## src/design/coons_patch_grid_interpolator_unit_defines.svh

```systemverilog
// Assertion macros shared by the Coons grid interpolator RTL.
// No dependencies; the asserting module supplies i_clk and i_rst_n.
`ifndef COONS_PATCH_GRID_INTERPOLATOR_UNIT_DEFINES_SVH
`define COONS_PATCH_GRID_INTERPOLATOR_UNIT_DEFINES_SVH

// Same-cycle implication, checked out of reset.
`define CPGI_ASSERT_IMP(lbl, ante, cons) \
    lbl: assert property (@(posedge i_clk) disable iff (!i_rst_n) (ante) |-> (cons)) \
        else $error("cpgi assertion failed");

// Next-cycle implication, checked out of reset.
`define CPGI_ASSERT_NXT(lbl, ante, cons) \
    lbl: assert property (@(posedge i_clk) disable iff (!i_rst_n) (ante) |=> (cons)) \
        else $error("cpgi assertion failed");

`endif

```

## src/design/cpgi_pkg.sv

```systemverilog
// Shared types, codes and tables of the Coons grid interpolator.
// No dependencies.
`default_nettype none
package cpgi_pkg;
    localparam int GRID_MAX   = 64;
    localparam int IDX_W      = 6;
    localparam int CFG_W      = 7;
    localparam int COORD_BITS = 32;
    localparam int WGT_W      = 17;
    localparam int NUM_W      = 23;
    localparam int RECIP_W    = 31;
    localparam int GRID_MIN   = 3;

    localparam logic ACT_WRITE = 1'b0;
    localparam logic ACT_QUERY = 1'b1;
    localparam logic ST_OK     = 1'b0;
    localparam logic ST_RANGE  = 1'b1;
    localparam logic REG_COLS  = 1'b0;
    localparam logic REG_ROWS  = 1'b1;

    localparam longint unsigned RecipNum = 64'd2147483648;

    // floor(2^31 / d), used to divide by 2d with a 2^-32 scale
    localparam logic [RECIP_W-1:0] RECIP_TAB [0:63] = '{
        31'd0, 31'd0, 31'(RecipNum / 2), 31'(RecipNum / 3),
        31'(RecipNum / 4), 31'(RecipNum / 5), 31'(RecipNum / 6), 31'(RecipNum / 7),
        31'(RecipNum / 8), 31'(RecipNum / 9), 31'(RecipNum / 10), 31'(RecipNum / 11),
        31'(RecipNum / 12), 31'(RecipNum / 13), 31'(RecipNum / 14), 31'(RecipNum / 15),
        31'(RecipNum / 16), 31'(RecipNum / 17), 31'(RecipNum / 18), 31'(RecipNum / 19),
        31'(RecipNum / 20), 31'(RecipNum / 21), 31'(RecipNum / 22), 31'(RecipNum / 23),
        31'(RecipNum / 24), 31'(RecipNum / 25), 31'(RecipNum / 26), 31'(RecipNum / 27),
        31'(RecipNum / 28), 31'(RecipNum / 29), 31'(RecipNum / 30), 31'(RecipNum / 31),
        31'(RecipNum / 32), 31'(RecipNum / 33), 31'(RecipNum / 34), 31'(RecipNum / 35),
        31'(RecipNum / 36), 31'(RecipNum / 37), 31'(RecipNum / 38), 31'(RecipNum / 39),
        31'(RecipNum / 40), 31'(RecipNum / 41), 31'(RecipNum / 42), 31'(RecipNum / 43),
        31'(RecipNum / 44), 31'(RecipNum / 45), 31'(RecipNum / 46), 31'(RecipNum / 47),
        31'(RecipNum / 48), 31'(RecipNum / 49), 31'(RecipNum / 50), 31'(RecipNum / 51),
        31'(RecipNum / 52), 31'(RecipNum / 53), 31'(RecipNum / 54), 31'(RecipNum / 55),
        31'(RecipNum / 56), 31'(RecipNum / 57), 31'(RecipNum / 58), 31'(RecipNum / 59),
        31'(RecipNum / 60), 31'(RecipNum / 61), 31'(RecipNum / 62), 31'(RecipNum / 63)
    };

    typedef struct packed {
        logic signed [COORD_BITS-1:0] x;
        logic signed [COORD_BITS-1:0] y;
    } t_pt;

    // 0 bottom, 1 top, 2 left, 3 right, 4 C00, 5 C11, 6 C10, 7 C01
    typedef t_pt [7:0] t_pts;
endpackage
`default_nettype wire

```

## src/design/cpgi_wdiv.sv

```systemverilog
// Two-stage rounded weight divider: q = floor(num / 2d) by reciprocal.
// Depends on cpgi_pkg for widths.
`default_nettype none
module cpgi_wdiv
    import cpgi_pkg::*;
(
    input  wire logic               i_clk,
    input  wire logic               i_en,
    input  wire logic [NUM_W-1:0]   i_num,
    input  wire logic [IDX_W-1:0]   i_den,
    input  wire logic [RECIP_W-1:0] i_recip,
    output logic      [WGT_W-1:0]   o_q
);
    logic [NUM_W+RECIP_W-1:0] n_prod;
    logic [WGT_W-1:0]         r_qe;
    logic [NUM_W-1:0]         r_num;
    logic [IDX_W-1:0]         r_den;
    logic [NUM_W-1:0]         n_rem;
    logic                     n_up;

    assign n_prod = (NUM_W+RECIP_W)'(i_num) * (NUM_W+RECIP_W)'(i_recip);

    // estimate is low by at most one; fix with one compare
    assign n_rem = r_num - (NUM_W'(r_qe) * NUM_W'({r_den, 1'b0}));
    assign n_up  = n_rem >= NUM_W'({r_den, 1'b0});

    always_ff @(posedge i_clk) begin
        if (i_en) begin
            r_qe  <= n_prod[32 +: WGT_W];
            r_num <= i_num;
            r_den <= i_den;
            o_q   <= r_qe + WGT_W'(n_up);
        end
    end
endmodule
`default_nettype wire

```

## config.mk

```make
export PLATFORM = sky130hd
export DESIGN_NAME = cpgi_wdiv
export DESIGN_NICKNAME = d
export VERILOG_FILES = /design/src/design/coons_patch_grid_interpolator_unit_defines.svh /design/src/design/cpgi_pkg.sv /design/src/design/cpgi_wdiv.sv
export SDC_FILE = /design/constraint.sdc
export NUM_CORES = 2
export LEC_CHECK = 0
export BUFFER_PORTS_ARGS = -buffer_cell sky130_fd_sc_hd__buf_2
export CAP_MARGIN = 20
export CORE_MARGIN = 2
export CORE_UTILIZATION = 61
export DETAILED_ROUTE_END_ITERATION = 10
export GPL_TIMING_DRIVEN = 0
export PLACE_DENSITY_LB_ADDON = 0.3
export SLEW_MARGIN = 10
export SYNTH_ARGS = -nofsm -noshare
export SYNTH_HDL_FRONTEND = slang
export SYNTH_SLANG_ARGS = --single-unit
```

## constraint.sdc

```tcl
create_clock -name i_clk -period 11.39 [get_ports i_clk]
set_clock_uncertainty 0.05 [all_clocks]
set_input_delay 2.278 -clock i_clk [delete_from_list [all_inputs] [get_ports i_clk]]
set_output_delay 2.278 -clock i_clk [all_outputs]
set_load 0.005 [all_outputs]
```

==> results by group <==
Run status
  – Run status: completed

Global route
  – Initial antenna violation count: 3
  – Grt ovf: 0
  – First-pass GRT wire length: 130000 um
  – All-layer global routing usage: 0.372
  – Pin count of the biggest net entering global routing: 64
  – Vias in the first global route: 23300

Clocking
  – Max H-tree Level: 3
  – Setup Buffers After CTS: 0
  – CTS Hold Bufs: 0
  – # clock sinks: 63
  – CTS resizes: 0
  – Later-pin clock latency in the skew report: 0.35 ns
  – Clock Path Buffers: 2
  – Clk root buf: clkbuf_16
  – CTS clock-pin slew for the worst setup and hold paths: 0.06 ns
  – Num CTS Buffers: 9
  – CTS tree: yes

Timing
  – Achievable Freq: 99.1 MHz
  – Slew HR: 0.240
  – Setup TNS: 0 ns
  – RSZ-0062 raised after global routing: no
  – # setup viols final: 0
  – Final slew viol count: 0
  – Final Hold Viols: 0
  – Clock period minus final worst setup slack: 10.09 ns
  – Worst-Margin Slew: 1.14 ns
  – Crit share post-route: 0.886
  – Final worst setup slack: 1.30 ns

Cells and area
  – Final Instance Count excl. Fillers: 3664
  – Share of cells above drive strength 1: 0.0362
  – Final core utilization: 0.649
  – Final nets: 3990
  – P&R area growth vs syn: 5.43%

Synth
  – Register bit total from synthesis: 63
  – Post-synth top area share: 0.485
  – Number of flops mapped to enable cells by yosys: 63
  – Area contributors post-synth: fa_1, ha_1, inv_1
  – Async SR Flop Fraction: 0
  – Synth cell types: 63
  – Synth Net Count: 3901
  – Syn avg cell area: 9.13 um2
  – Ys flop type: edfxtp_1
  – Area leader, netlist: fa_1
  – Cell area after synthesis: 27200 um2
  – Synthesis warning total: 0
  – Sequential fraction of the synthesis area: 0.0696
  – Gate Count Post-Synth: 2976

Routing
  – Routed Antenna Nets: 0
  – Vias per Instance: 5.80
  – Met2 wire length: 37200 um
  – DR vias: 21300
  – Wire per inst: 22.2 um
  – Total wire length: 81500 um
  – DR WL met3: 9850 um
  – Starting DRT DRC Count: 1818
  – DRC: 0
  – Pre-Repair DR Iteration Count: 5
  – Highest routed layer: met5
  – Wl on met1: 29600 um

Setup path
  – Type of element launching the critical path: primary input
  – Worst Path Required: 11.45 ns
  – Kind of critical path: in -> reg
  – CP Max Fanout: 10
  – WP data arrival: 10.16 ns
  – Reg2reg setup slack: 3.09 ns
  – Crit end category: flop

Placement
  – Placer Congestion: 1.02
  – Pre-CTS WS: 1.04 ns
  – Port Buffers: 77
  – Post-DP HPWL: 69100 um
  – Dpl cells: 3646

Run
  – # Max-Cap Violations: 0

Floorplan
  – Initial core utilization: 0.616
  – DIE HEIGHT: 215 um
  – Die X: 215 um
  – # rows: 77
  – Total core area: 44100 um2
  – Num ports: 79
  – Die ar.: 46200 um2

Min path
  – Min-Delay Path Class: reg -> reg
==> final cells by class <==
class,instances,area [um2]
Multi-Input combinational cell,2089,22100
Fill cell,3673,15500
Inverter,677,2540
Sequential cell,63,1890
Tap cell,592,741
Buffer,147,608
Timing Repair Buffer,78,395
Clock buffer,9,225
Clock inverter,7,104
Antenna cell,2,5.00
==> cell usage in the layout (no fill, tap or decap), drive strengths merged, types with 12 or more instances in the layout <==
master	netlist	layout
o21ai	36	36
nor3	13	13
and3	12	12
and2	271	271
a21oi	48	48
nor2b	12	12
fa	658	658
inv	677	679
buf	1	79
nand3	24	24
ha	205	205
xor2	16	16
edfxtp	63	63
clkbuf	145	154
nand2	574	574
a21o	21	21
xnor2	47	47
nor2	40	40
==> synth_stat cells (all sizes together) (8+ instances only) <==
library cell	number
xor2	16
o21ai	36
nand3	24
ha	205
a21oi	48
edfxtp	63
fa	658
nand2b	8
and3	12
inv	677
nor3	13
nand2	574
nor2	40
and2	271
nor2b	12
xnor2	47
a21o	21
clkbuf	145
nand4	11
==> flip-flops by register name, indices dropped and copies added, names as in the netlist <==
name and cells:
o_q 17, r_den 6, r_qe 17, r_num 23
==> routing by layer <==
| layer | vias to the layer above | track usage |
|---|---|---|
| li1 | 8953 | - |
| met1 | 10800 | 0.481 |
| met2 | 1220 | 0.590 |
| met3 | 282 | 0.0917 |
| met4 | 2 | 0.185 |
| met5 | - | 0 |
==> cell families after synthesis <==
logic type / share of synthesized area
compound gates: 0.0436
simple gates: 0.170
fa+ha+maj: 0.579
mux: 0.00184
xor+xnor: 0.0203
buf+inv: 0.116
flops: 0.0696
==> critical path, stage by stage <==
cell and delay (ns):
buf_2 0.14, clkbuf_1 0.56, clkbuf_1 0.66, nand2_1 0.19, fa_1 0.53, fa_1 0.49
inv_1 0.05, fa_1 0.54, inv_1 0.06, fa_1 0.48, fa_1 0.48, fa_1 0.52
inv_1 0.05, fa_1 0.44, ha_1 0.37, nand2_1 0.08, o21ai_1 0.30, a2111oi_4 0.11
a21oi_1 0.48, o211ai_2 0.19, a31oi_1 0.40, o21ai_0 0.20, nor2b_1 0.18, xnor2_1 0.34
==> through the flow <==
step,cell area [um2],hold WS (ns)
2_1_floorplan,27200,0.572
3_3_place_gp,28300,0.666
3_5_place_dp,28300,0.688
5_1_grt,28600,0.749
4_1_cts,28600,0.702
6_report,28600,0.705
==> path summary, 6_finish.rpt <==
path | from | to | depth (start not counted)
worst min-delay path | r_qe[16]$_DFFE_PP_ | o_q[16]$_DFFE_PP_ | 1
worst max-delay path | i_recip[29] | r_qe[9]$_DFFE_PP_ | 24
worst min register to register | r_qe[16]$_DFFE_PP_ | o_q[16]$_DFFE_PP_ | 1
worst max register to register | r_den[5]$_DFFE_PP_ | o_q[16]$_DFFE_PP_ | 29
Power is left out: the tool's default activity adds up to more than one toggle a clock period on the data nets, which glitch-free logic cannot reach.
